--- src/rtl/bitplane_run_length_gamma_encoder_defines.svh ---
// Assertion macros shared by the encoder modules.
`ifndef BITPLANE_RUN_LENGTH_GAMMA_ENCODER_DEFINES_SVH
`define BITPLANE_RUN_LENGTH_GAMMA_ENCODER_DEFINES_SVH

// Property that must hold whenever the condition holds, in the same cycle.
`define BRLG_ASSERT_IMPL(label, ante, cons, msg) \
	label: assert property (@(posedge clk) disable iff (!arst_n) (ante) |-> (cons)) \
		else $error(msg);

// Property that must hold in the cycle after the condition.
`define BRLG_ASSERT_NEXT(label, ante, cons, msg) \
	label: assert property (@(posedge clk) disable iff (!arst_n) (ante) |=> (cons)) \
		else $error(msg);

`endif

--- src/rtl/brlg_pkg.sv ---
// Shared constants and the command type passed from the classifier to the packer.
package brlg_pkg;

	localparam int RUN_W   = 18;
	localparam int TOTAL_W = 18;
	localparam int BYTE_W  = 8;
	localparam int MODE_W  = 2;

	localparam logic [MODE_W-1:0] MODE_RAW = 2'd0;
	localparam logic [MODE_W-1:0] MODE_RLE = 2'd1;

	localparam logic [TOTAL_W-1:0] TOTAL_MAX = '1;

	// A segment holds an optional single bit followed by one gamma code.
	localparam int SEG_W  = 2 * RUN_W;
	localparam int LEN_W  = $clog2(SEG_W + 1);
	localparam int ACC_W  = SEG_W + BYTE_W;
	localparam int FILL_W = $clog2(ACC_W + 1);
	localparam int K_W    = $clog2(RUN_W + 1);

	localparam int FIFO_DEPTH = 4;
	localparam int FIFO_AW    = $clog2(FIFO_DEPTH);

	// Bits of a segment are left aligned: the first bit to send is the MSB.
	typedef struct packed {
		logic [SEG_W-1:0]   seg1;
		logic [LEN_W-1:0]   len1;
		logic [SEG_W-1:0]   seg2;
		logic [LEN_W-1:0]   len2;
		logic               fin;
		logic [TOTAL_W-1:0] total;
	} brlg_cmd_t;

endpackage

--- src/rtl/brlg_ifs.sv ---
// Valid/ready channel interfaces for pixel input and coded byte output.
interface brlg_pixel_if;
	import brlg_pkg::*;

	logic valid;
	logic ready;
	logic pixel_value;
	logic final_pixel;

	modport source(output valid, output pixel_value, output final_pixel, input ready);
	modport sink(input valid, input pixel_value, input final_pixel, output ready);
endinterface

interface brlg_code_if;
	import brlg_pkg::*;

	logic               valid;
	logic               ready;
	logic [BYTE_W-1:0]  data_byte;
	logic               byte_valid;
	logic               stream_end;
	logic [TOTAL_W-1:0] encoded_bits;

	modport source(output valid, output data_byte, output byte_valid, output stream_end,
		output encoded_bits, input ready);
	modport sink(input valid, input data_byte, input byte_valid, input stream_end,
		input encoded_bits, output ready);
endinterface

--- src/rtl/brlg_front.sv ---
// Front end: run tracking, gamma code shaping and bit counting per pixel.
`include "bitplane_run_length_gamma_encoder_defines.svh"

module brlg_front (
	input  logic                          clk,
	input  logic                          arst_n,
	input  logic                          cfg_we,
	input  logic [brlg_pkg::MODE_W-1:0]   cfg_wdata,
	brlg_pixel_if.sink                    pix_in,
	output logic                          push_valid,
	input  logic                          push_ready,
	output brlg_pkg::brlg_cmd_t           push_cmd
);
	import brlg_pkg::*;

	// Number of significant bits of a run length.
	function automatic logic [K_W-1:0] sig_bits(input logic [RUN_W-1:0] n);
		logic [K_W-1:0] k;
		k = '0;
		for (int i = 0; i < RUN_W; i++) begin
			if (n[i]) begin
				k = K_W'(i + 1);
			end
		end
		return k;
	endfunction

	// Gamma code of n, left aligned: k-1 zeros, then the k bits of n.
	function automatic logic [SEG_W-1:0] gamma_field(input logic [RUN_W-1:0] n,
		input logic [K_W-1:0] k);
		logic [LEN_W-1:0] sh;
		sh = LEN_W'(SEG_W) - (LEN_W'(k) << 1) + LEN_W'(1);
		return {{(SEG_W - RUN_W){1'b0}}, n} << sh;
	endfunction

	function automatic logic [LEN_W-1:0] gamma_len(input logic [K_W-1:0] k);
		return (k == '0) ? '0 : (LEN_W'(k) << 1) - LEN_W'(1);
	endfunction

	logic [MODE_W-1:0]  mode_q;
	logic               run_pixel_q;
	logic [RUN_W-1:0]   run_len_q;
	logic               first_q;
	logic [TOTAL_W-1:0] bit_total_q;

	logic               accept;
	logic               is_raw, is_rle, coded;
	logic               pix, fin;
	logic               close_run;
	logic [RUN_W-1:0]   run_len_d;
	logic [RUN_W-1:0]   n_a, n_b;
	logic [K_W-1:0]     k_a, k_b;
	logic [LEN_W-1:0]   glen_a, glen_b;
	logic [SEG_W-1:0]   g_a, g_b;
	logic               single_cnt, single_pack;
	logic [LEN_W:0]     added;
	logic [TOTAL_W:0]   sum;
	logic [TOTAL_W-1:0] total_d;

	assign pix    = pix_in.pixel_value;
	assign fin    = pix_in.final_pixel;
	assign accept = pix_in.valid && push_ready;

	assign pix_in.ready = push_ready;
	assign push_valid   = pix_in.valid;

	assign is_raw = (mode_q == MODE_RAW);
	assign is_rle = (mode_q == MODE_RLE);
	assign coded  = !is_raw;

	always_comb begin
		close_run = 1'b0;
		if (first_q) begin
			run_len_d = RUN_W'(1);
		end else if (pix == run_pixel_q) begin
			run_len_d = (run_len_q == '1) ? run_len_q : run_len_q + RUN_W'(1);
		end else begin
			run_len_d = RUN_W'(1);
			close_run = 1'b1;
		end
	end

	assign n_a    = (coded && close_run) ? run_len_q : '0;
	assign n_b    = (coded && fin) ? run_len_d : '0;
	assign k_a    = sig_bits(n_a);
	assign k_b    = sig_bits(n_b);
	assign glen_a = gamma_len(k_a);
	assign glen_b = gamma_len(k_b);
	assign g_a    = is_rle ? gamma_field(n_a, k_a) : '0;
	assign g_b    = is_rle ? gamma_field(n_b, k_b) : '0;

	// In raw mode every pixel is one bit; in coded modes only the first pixel is.
	assign single_cnt  = is_raw || first_q;
	assign single_pack = is_raw || (first_q && is_rle);

	assign added   = (LEN_W + 1)'(single_cnt) + (LEN_W + 1)'(glen_a) + (LEN_W + 1)'(glen_b);
	assign sum     = {1'b0, bit_total_q} + (TOTAL_W + 1)'(added);
	assign total_d = sum[TOTAL_W] ? TOTAL_MAX : sum[TOTAL_W-1:0];

	always_comb begin
		push_cmd.seg1  = single_pack ? {pix, g_a[SEG_W-1:1]} : g_a;
		push_cmd.len1  = LEN_W'(single_pack) + (is_rle ? glen_a : '0);
		push_cmd.seg2  = g_b;
		push_cmd.len2  = is_rle ? glen_b : '0;
		push_cmd.fin   = fin;
		push_cmd.total = total_d;
	end

	always_ff @(posedge clk or negedge arst_n) begin
		if (!arst_n) begin
			mode_q <= MODE_RLE;
		end else if (cfg_we) begin
			mode_q <= cfg_wdata;
		end
	end

	always_ff @(posedge clk or negedge arst_n) begin
		if (!arst_n) begin
			run_pixel_q <= 1'b0;
			run_len_q   <= '0;
			first_q     <= 1'b1;
			bit_total_q <= '0;
		end else if (accept) begin
			if (fin) begin
				run_pixel_q <= 1'b0;
				run_len_q   <= '0;
				first_q     <= 1'b1;
				bit_total_q <= '0;
			end else begin
				run_pixel_q <= pix;
				run_len_q   <= run_len_d;
				first_q     <= 1'b0;
				bit_total_q <= total_d;
			end
		end
	end

	`BRLG_ASSERT_IMPL(a_open_run_nonzero, !first_q, run_len_q != '0, "open run has zero length")
	`BRLG_ASSERT_NEXT(a_final_clears, accept && fin, first_q && (bit_total_q == '0),
		"stream state not cleared after final pixel")
	`BRLG_ASSERT_IMPL(a_second_seg_final, push_valid && (push_cmd.len2 != '0), push_cmd.fin,
		"closing gamma code without final pixel")

endmodule

--- src/rtl/brlg_fifo.sv ---
// Short command queue between the classifier and the bit packer.
module brlg_fifo (
	input  logic                clk,
	input  logic                arst_n,
	input  logic                push_valid,
	output logic                push_ready,
	input  brlg_pkg::brlg_cmd_t push_cmd,
	output logic                pop_valid,
	input  logic                pop_ready,
	output brlg_pkg::brlg_cmd_t pop_cmd
);
	import brlg_pkg::*;

	brlg_cmd_t          mem_q [FIFO_DEPTH];
	logic [FIFO_AW-1:0] wr_ptr_q, rd_ptr_q;
	logic [FIFO_AW:0]   count_q;
	logic               push, pop;

	assign push_ready = (count_q != (FIFO_AW + 1)'(FIFO_DEPTH));
	assign pop_valid  = (count_q != '0);
	assign push       = push_valid && push_ready;
	assign pop        = pop_valid && pop_ready;
	assign pop_cmd    = mem_q[rd_ptr_q];

	always_ff @(posedge clk) begin
		if (push) begin
			mem_q[wr_ptr_q] <= push_cmd;
		end
	end

	always_ff @(posedge clk or negedge arst_n) begin
		if (!arst_n) begin
			wr_ptr_q <= '0;
			rd_ptr_q <= '0;
			count_q  <= '0;
		end else begin
			if (push) begin
				wr_ptr_q <= wr_ptr_q + FIFO_AW'(1);
			end
			if (pop) begin
				rd_ptr_q <= rd_ptr_q + FIFO_AW'(1);
			end
			if (push && !pop) begin
				count_q <= count_q + (FIFO_AW + 1)'(1);
			end else if (pop && !push) begin
				count_q <= count_q - (FIFO_AW + 1)'(1);
			end
		end
	end

endmodule

--- src/rtl/brlg_back.sv ---
// Back end: packs command segments MSB first into bytes and drives the output register.
`include "bitplane_run_length_gamma_encoder_defines.svh"

module brlg_back (
	input  logic                clk,
	input  logic                arst_n,
	input  logic                head_valid,
	output logic                head_pop,
	input  brlg_pkg::brlg_cmd_t head_cmd,
	brlg_code_if.source         code_out
);
	import brlg_pkg::*;

	logic [ACC_W-1:0]   acc_q, base_acc, placed, acc_d;
	logic [FILL_W-1:0]  fill_q, base_fill, fill_d;
	logic               seg1_done_q, seg2_done_q;
	logic               out_valid_q;
	logic [BYTE_W-1:0]  data_q;
	logic               bvalid_q, end_q;
	logic [TOTAL_W-1:0] bits_q;

	logic               pend1, pend2, slot_free, need_drain, drain, go, room;
	logic               ld1, ld2, more, last_byte, flush;
	logic [SEG_W-1:0]   ld_seg;
	logic [LEN_W-1:0]   ld_len;

	assign pend1      = head_valid && (head_cmd.len1 != '0) && !seg1_done_q;
	assign pend2      = head_valid && (head_cmd.len2 != '0) && !seg2_done_q;
	assign slot_free  = !out_valid_q || code_out.ready;
	assign need_drain = (fill_q >= FILL_W'(BYTE_W));
	assign drain      = head_valid && need_drain && slot_free;
	assign go         = !need_drain || drain;

	assign base_acc  = drain ? (acc_q << BYTE_W) : acc_q;
	assign base_fill = drain ? (fill_q - FILL_W'(BYTE_W)) : fill_q;
	assign room      = (base_fill < FILL_W'(BYTE_W));

	// At most one segment is appended per cycle, behind the bits still held.
	assign ld1    = go && pend1 && room;
	assign ld2    = go && pend2 && !pend1 && room;
	assign ld_seg = ld1 ? head_cmd.seg1 : head_cmd.seg2;
	assign ld_len = ld1 ? head_cmd.len1 : (ld2 ? head_cmd.len2 : '0);
	assign placed = (ld1 || ld2) ? ({ld_seg, {BYTE_W{1'b0}}} >> base_fill) : '0;
	assign acc_d  = base_acc | placed;
	assign fill_d = base_fill + FILL_W'(ld_len);
	assign more   = (pend1 && !ld1) || (pend2 && !ld2);

	// A full byte that empties the packer at the end of a stream closes it;
	// otherwise the end is closed by a padded or empty flush result.
	assign last_byte = drain && head_cmd.fin && !pend1 && !pend2 && (base_fill == '0);
	assign flush     = head_valid && head_cmd.fin && !need_drain && !pend1 && !pend2 && slot_free;

	always_comb begin
		if (head_cmd.fin) begin
			head_pop = last_byte || flush;
		end else begin
			head_pop = head_valid && go && !more && (fill_d < FILL_W'(BYTE_W));
		end
	end

	always_ff @(posedge clk or negedge arst_n) begin
		if (!arst_n) begin
			acc_q       <= '0;
			fill_q      <= '0;
			seg1_done_q <= 1'b0;
			seg2_done_q <= 1'b0;
			out_valid_q <= 1'b0;
		end else begin
			if (flush) begin
				acc_q  <= '0;
				fill_q <= '0;
			end else begin
				acc_q  <= acc_d;
				fill_q <= fill_d;
			end
			if (head_pop) begin
				seg1_done_q <= 1'b0;
				seg2_done_q <= 1'b0;
			end else begin
				seg1_done_q <= seg1_done_q || ld1;
				seg2_done_q <= seg2_done_q || ld2;
			end
			if (drain || flush) begin
				out_valid_q <= 1'b1;
			end else if (code_out.ready) begin
				out_valid_q <= 1'b0;
			end
		end
	end

	always_ff @(posedge clk) begin
		if (drain) begin
			data_q   <= acc_q[ACC_W-1 -: BYTE_W];
			bvalid_q <= 1'b1;
			end_q    <= last_byte;
			bits_q   <= last_byte ? head_cmd.total : '0;
		end else if (flush) begin
			data_q   <= acc_q[ACC_W-1 -: BYTE_W];
			bvalid_q <= (fill_q != '0);
			end_q    <= 1'b1;
			bits_q   <= head_cmd.total;
		end
	end

	assign code_out.valid        = out_valid_q;
	assign code_out.data_byte    = data_q;
	assign code_out.byte_valid   = bvalid_q;
	assign code_out.stream_end   = end_q;
	assign code_out.encoded_bits = bits_q;

	`BRLG_ASSERT_IMPL(a_idle_under_byte, !head_valid, fill_q < FILL_W'(BYTE_W),
		"packer holds a full byte with no command")
	`BRLG_ASSERT_NEXT(a_end_empties, head_pop && head_cmd.fin,
		(fill_q == '0) && (acc_q == '0), "packer not empty after stream end")
	`BRLG_ASSERT_IMPL(a_blank_only_at_end, out_valid_q && !bvalid_q,
		end_q && (data_q == '0), "empty result outside stream end")

endmodule

--- src/rtl/bitplane_run_length_gamma_encoder.sv ---
// Top level of the bit-plane run-length / gamma bit encoder.
// Usage:
// pix_in takes one pixel per transaction (valid and ready high at a clock edge);
// final_pixel marks the last pixel of an image. code_out delivers packed bytes,
// first coded bit in bit 7. The last result of an image has stream_end set and
// carries encoded_bits; in count-only mode it is the only result and byte_valid is 0.
// encode_mode is written through cfg_we/cfg_wdata while the encoder is idle; the user
// must keep to this, as the block itself does not enforce it.
// A result that needs no new bits packed, such as the count-only end result, passes
// through the queue and the output register; a byte completed by the pixel's own bits
// also passes through the packer accumulator between the two.
// Pixels are taken back to back while the queue has room. A pixel holds the packer
// while its segments are loaded and each byte its bits complete is drained; a final
// pixel with two code segments loads them one after the other, and the flush follows
// unless its last byte empties the packer. A four-entry queue absorbs bursts.
// A stall at code_out holds the output register; the queue keeps taking pixels until
// it is full, then pix_in.ready drops.
// Reset clears the run state, the packer and the queue and sets run-length mode.
module bitplane_run_length_gamma_encoder (
	input  logic                        clk,
	input  logic                        arst_n,
	input  logic                        cfg_we,
	input  logic [brlg_pkg::MODE_W-1:0] cfg_wdata,
	brlg_pixel_if.sink                  pix_in,
	brlg_code_if.source                 code_out
);
	import brlg_pkg::*;

	logic      push_valid, push_ready;
	brlg_cmd_t push_cmd;
	logic      head_valid, head_pop;
	brlg_cmd_t head_cmd;

	brlg_front u_front (
		.clk        (clk),
		.arst_n     (arst_n),
		.cfg_we     (cfg_we),
		.cfg_wdata  (cfg_wdata),
		.pix_in     (pix_in),
		.push_valid (push_valid),
		.push_ready (push_ready),
		.push_cmd   (push_cmd)
	);

	brlg_fifo u_fifo (
		.clk        (clk),
		.arst_n     (arst_n),
		.push_valid (push_valid),
		.push_ready (push_ready),
		.push_cmd   (push_cmd),
		.pop_valid  (head_valid),
		.pop_ready  (head_pop),
		.pop_cmd    (head_cmd)
	);

	brlg_back u_back (
		.clk        (clk),
		.arst_n     (arst_n),
		.head_valid (head_valid),
		.head_pop   (head_pop),
		.head_cmd   (head_cmd),
		.code_out   (code_out)
	);

endmodule

--- src/flat_wrapper.sv ---
// flat-port wrapper written by rule: the top's interface ports become plain ports
module bitplane_run_length_gamma_encoder_flat import brlg_pkg::*;
  (clk, arst_n, cfg_we, cfg_wdata, pix_in_valid, pix_in_pixel_value, pix_in_final_pixel, pix_in_ready, code_out_valid, code_out_data_byte, code_out_byte_valid, code_out_stream_end, code_out_encoded_bits, code_out_ready);
  brlg_pixel_if pix_in_i ();
  brlg_code_if code_out_i ();
  input  logic clk;
  input  logic arst_n;
  input  logic cfg_we;
  input  logic [brlg_pkg::MODE_W-1:0] cfg_wdata;
  input wire logic [$bits(pix_in_i.valid)-1:0] pix_in_valid;
  input wire logic [$bits(pix_in_i.pixel_value)-1:0] pix_in_pixel_value;
  input wire logic [$bits(pix_in_i.final_pixel)-1:0] pix_in_final_pixel;
  output wire logic [$bits(pix_in_i.ready)-1:0] pix_in_ready;
  output wire logic [$bits(code_out_i.valid)-1:0] code_out_valid;
  output wire logic [$bits(code_out_i.data_byte)-1:0] code_out_data_byte;
  output wire logic [$bits(code_out_i.byte_valid)-1:0] code_out_byte_valid;
  output wire logic [$bits(code_out_i.stream_end)-1:0] code_out_stream_end;
  output wire logic [$bits(code_out_i.encoded_bits)-1:0] code_out_encoded_bits;
  input wire logic [$bits(code_out_i.ready)-1:0] code_out_ready;
  assign pix_in_i.valid = pix_in_valid;
  assign pix_in_i.pixel_value = pix_in_pixel_value;
  assign pix_in_i.final_pixel = pix_in_final_pixel;
  assign pix_in_ready = pix_in_i.ready;
  assign code_out_valid = code_out_i.valid;
  assign code_out_data_byte = code_out_i.data_byte;
  assign code_out_byte_valid = code_out_i.byte_valid;
  assign code_out_stream_end = code_out_i.stream_end;
  assign code_out_encoded_bits = code_out_i.encoded_bits;
  assign code_out_i.ready = code_out_ready;
  bitplane_run_length_gamma_encoder u_core (.clk(clk), .arst_n(arst_n), .cfg_we(cfg_we), .cfg_wdata(cfg_wdata), .pix_in(pix_in_i), .code_out(code_out_i));
endmodule
--- config.mk ---
export PLATFORM = sky130hd
export DESIGN_NAME = bitplane_run_length_gamma_encoder_flat
export DESIGN_NICKNAME = d
export VERILOG_FILES = /design/src/rtl/brlg_pkg.sv /design/src/rtl/brlg_ifs.sv /design/src/rtl/brlg_front.sv /design/src/rtl/brlg_fifo.sv /design/src/rtl/brlg_back.sv /design/src/rtl/bitplane_run_length_gamma_encoder.sv /design/src/flat_wrapper.sv
export VERILOG_INCLUDE_DIRS = /design/src /design/src/rtl
export SDC_FILE = /design/constraint.sdc
export NUM_CORES = 1
export LEC_CHECK = 0
export BUFFER_PORTS_ARGS = -buffer_cell sky130_fd_sc_hd__buf_2
export CORE_UTILIZATION = 45
export DETAILED_ROUTE_END_ITERATION = 10
export PLACE_DENSITY = 0.7
export REMOVE_ABC_BUFFERS = 1
export SLEW_MARGIN = 20
export SYNTH_ARGS = -nofsm -noshare
export SYNTH_HDL_FRONTEND = slang
export SYNTH_SLANG_ARGS = --single-unit
--- constraint.sdc ---
create_clock -name clk -period 12.9 [get_ports clk]
set_input_delay 3.87 -clock clk [delete_from_list [all_inputs] [get_ports clk]]
set_output_delay 3.87 -clock clk [all_outputs]
set_load 0.02 [all_outputs]
==> results.cfg <==
[run_status]
status = finished clean

[die]
chipHeight_um = 246
start_util = 0.455
die_w_um = 246
rows = 89
num_io_pins = 39
core_um2 = 58900
die_area_um2 = 60500

[worst_setup_path]
cp-end-kind = flip-flop
slowest_stage = nand3_1
crit_chain = buf_2 -> nand3_1 -> nor4_1 -> a31oi_4 -> a21o_1 -> a21oi_4 -> inv_2 -> ha_1 -> nand2_1 -> nand2_1 -> fa_1 -> inv_1 -> fa_1 -> a21o_1 -> a21oi_1 -> o21bai_1 -> a21oi_1 -> nor2b_1 -> nor2_1 -> nor2_1 -> nand3_1 -> o21ai_0 -> a22o_1
cp.depth = 23
critPathTopFamily = simple AND/OR/NAND/NOR gates
path_max_fanout = 22
path_buf_inv = 3
start_kind = input pin
slowest_delay_ns = 0.72
crit_type = input pin to flip-flop
required_ns = 13.40
critPathArrivalTime_ns = 10.78
r2r_cells = 25

[detailed_routing]
ant_nets = 0
vias_per_cell = 6.16
num_vias = 17400
avgRoutedWirePerCell_um = 23.9
drc = 0
drt_first_pass_iters = 5
finalWirelength_mm = 67.4
first_iter_violations = 1911

[timing]
fin_setup_tns_ns = 0
skew_ns = 0.0278
fmax_mhz = 97.2
worstMarginPinSlew_ns = 1.09
finalHoldViolations = 0
grt_setup_unrepaired = false
slew_headroom = 0.269
setup-violations-final = 0
holdWs_ns = 0.450
finalCriticalPeriod_ns = 10.29
timing.final.crit_share = 0.797
drv_slew = 0

[yosys]
yosysUniqueCellTypes = 92
syn_avg_cell_area_um2 = 13.3
synth_flop_cell = edfxtp_1
post-synth-top-area-cell = edfxtp_1
yosysTopAreaCellShare = 0.487
synth.yosys.seq_area_share = 0.582
yosys_warnings = 0
synthTopCellsByArea = edfxtp_1, dfrtp_1, mux4_2
synth_area_um2 = 26800
syn_inst = 2017
synth_edf_count = 435
ys_seq_elements = 536
async_reset_ff_frac = 0.187

[cts]
cts_inserted_buffers = 55
cts_resized = 0
cts.htree.levels = 2
hold_buffers = 0
insertion_delay_ns = 0.62
postCtsSetupBuffers = 0
clk_pin_slew_ns = 0.06
cts_tree = done
clock-sinks = 536
cts_root_buf = clkbuf_16
clockBufferDepth = 3

[cells_and_area]
final_common_cell = edfxtp_1
fin_util = 0.499
instances_no_fill = 2826
drive_gt1_frac = 0.162
area_delta_synth_final_pct = 9.77
antenna_cells = 0
layout.nets = 2052
final_cell_mix = edfxtp_1, mux2i_1, nand2_1

[global_routing]
grt_pass1_vias = 17300
grt_util_all_layers = 0.224
grt_pass1_wl_mm = 104
antenna_found_initial = 0
grt-ovfl-total = 0
grt_max_degree = 64

[pwr]
totalPowerFinal_uw = 6780
leakage_uw = 0.0106
power_density_nw_per_um2 = 230
vdd_drop_max_v = 0.000305

[hold_path]
holdPathStages = 0
hp-class = flip-flop to flip-flop

[place]
port_buffers = 38
gp_congestion = 0.927
hpwlAfterDp_mm = 45.7
placed_cells = 2725

[run]
maxCapViolCount = 0
## state kept, by name, indices dropped and copies added (netlist names)
signal / count
u_core.u_back.acc_q: 44
u_core.u_back.code_out.byte_valid: 1
u_core.u_back.code_out.data_byte: 8
u_core.u_back.code_out.encoded_bits: 18
u_core.u_back.code_out.stream_end: 1
u_core.u_back.code_out.valid: 1
u_core.u_back.fill_q: 6
u_core.u_back.seg1_done_q: 1
u_core.u_back.seg2_done_q: 1
u_core.u_fifo.count_q: 3
u_core.u_fifo.mem_q: 408
u_core.u_fifo.rd_ptr_q: 2
u_core.u_fifo.wr_ptr_q: 2
u_core.u_front.bit_total_q: 18
u_core.u_front.first_q: 1
u_core.u_front.mode_q: 2
u_core.u_front.run_len_q: 18
u_core.u_front.run_pixel_q: 1
## path summary, 6_finish.rpt
path	start	endpoint	slack [ns]
max reg2reg	u_core.u_front.run_len_q[1]	u_core.u_front.bit_total_q[6]	4.82
min in group asynchronous	arst_n	u_core.u_back.fill_q[5]	3.27
max in group asynchronous	arst_n	u_core.u_fifo.rd_ptr_q[0]	8.41
max	pix_in_final_pixel	u_core.u_front.bit_total_q[6]	2.61
min	u_core.u_back.acc_q[40]	u_core.u_back.code_out.data_byte[4]	0.45
min reg2reg	u_core.u_back.acc_q[40]	u_core.u_back.code_out.data_byte[4]	0.45
## power breakdown
group	internal, uW	switching (uW)	total [uW]
clock network	857	680	1540
logic	1060	1590	2650
registers	2390	198	2590
## synth_stat cells, types with 6 or more instances
| library cell | count |
|---|---|
| inv_1 | 50 |
| nor2_1 | 138 |
| nor2b_1 | 33 |
| or3_1 | 16 |
| a21oi_1 | 86 |
| o21bai_1 | 7 |
| a31oi_1 | 34 |
| o21ai_0 | 67 |
| and4_1 | 6 |
| mux2i_1 | 165 |
| mux2_2 | 29 |
| clkbuf_1 | 96 |
| edfxtp_1 | 435 |
| and2_1 | 9 |
| a22o_1 | 17 |
| xor2_1 | 13 |
| ha_1 | 25 |
| buf_2 | 17 |
| nand2b_1 | 10 |
| xnor2_1 | 25 |
| or2_2 | 8 |
| nand3_1 | 39 |
| nand4_1 | 17 |
| buf_1 | 13 |
| a31o_2 | 10 |
| and3_1 | 24 |
| o21a_1 | 9 |
| nor3b_1 | 6 |
| o22ai_1 | 39 |
| nor4_1 | 11 |
| o31a_1 | 6 |
| mux4_2 | 106 |
| o31ai_1 | 14 |
| nand2_1 | 157 |
| a211oi_1 | 14 |
| a21o_1 | 13 |
| o22a_1 | 6 |
| nor3_1 | 41 |
| dfrtp_1 | 98 |
| fa_1 | 9 |
## logic make-up after synthesis
| kind of cell | after synthesis | share of synthesized area |
|---|---|---|
| simple gates | 537 | 0.0986 |
| fa+ha+maj | 34 | 0.0184 |
| compound gates | 386 | 0.0972 |
| mux | 300 | 0.163 |
| flops | 536 | 0.582 |
| buf+inv | 183 | 0.0271 |
| xor+xnor | 40 | 0.0141 |
| other cells | 1 | 0.000140 |
## worst register-to-register path, stage by stage (launching register included)
cell and delay [ns]:
dfrtp_1 0.65, ha_1 0.41, and2_1 0.44, nand3_2 0.25, nor4_1 0.55, o21a_1 0.38, o21ai_0 0.22, a21o_1 0.29
a21oi_4 0.39, inv_2 0.26, ha_1 0.33, nand2_1 0.15, nand2_1 0.09, fa_1 0.51, inv_1 0.06, fa_1 0.40
a21o_1 0.19, a21oi_1 0.23, o21bai_1 0.09, a21oi_1 0.18, nor2b_1 0.08, nor2_1 0.21, nor2_1 0.16, nand3_1 0.72
o21ai_0 0.43, a22o_1 0.28
## stage by stage
stage                     worst slack [ns]  cell area [um2]
after global routing                  2.02            29400
after CTS                             2.70            29400
after floorplan                       2.53            26300
final                                 2.61            29400
after detailed placement              2.04            27700
after global placement                2.21            27700
## area by class of cell
cell class                 count  area (um2)
fill                        4931       29500
sequential                   536       15600
multi-input combinational   1301       10600
clock buffer                  69        1440
tap                          773         967
timing repair buffer          61         365
clock inverter                32         292
inverter                      54         203
## metal layers
metal	wire length [um]	vias to the layer above	track usage	share of wire
met2	32200	680	0.361	0.48
met1	29300	8835	0.318	0.43
li1	-	7776	-	-
met5	0	-	0	0
met3	4110	120	0.0256	0.061
met4	1780	0	0.0670	0.026
Power figures use the tool's default switching activity.
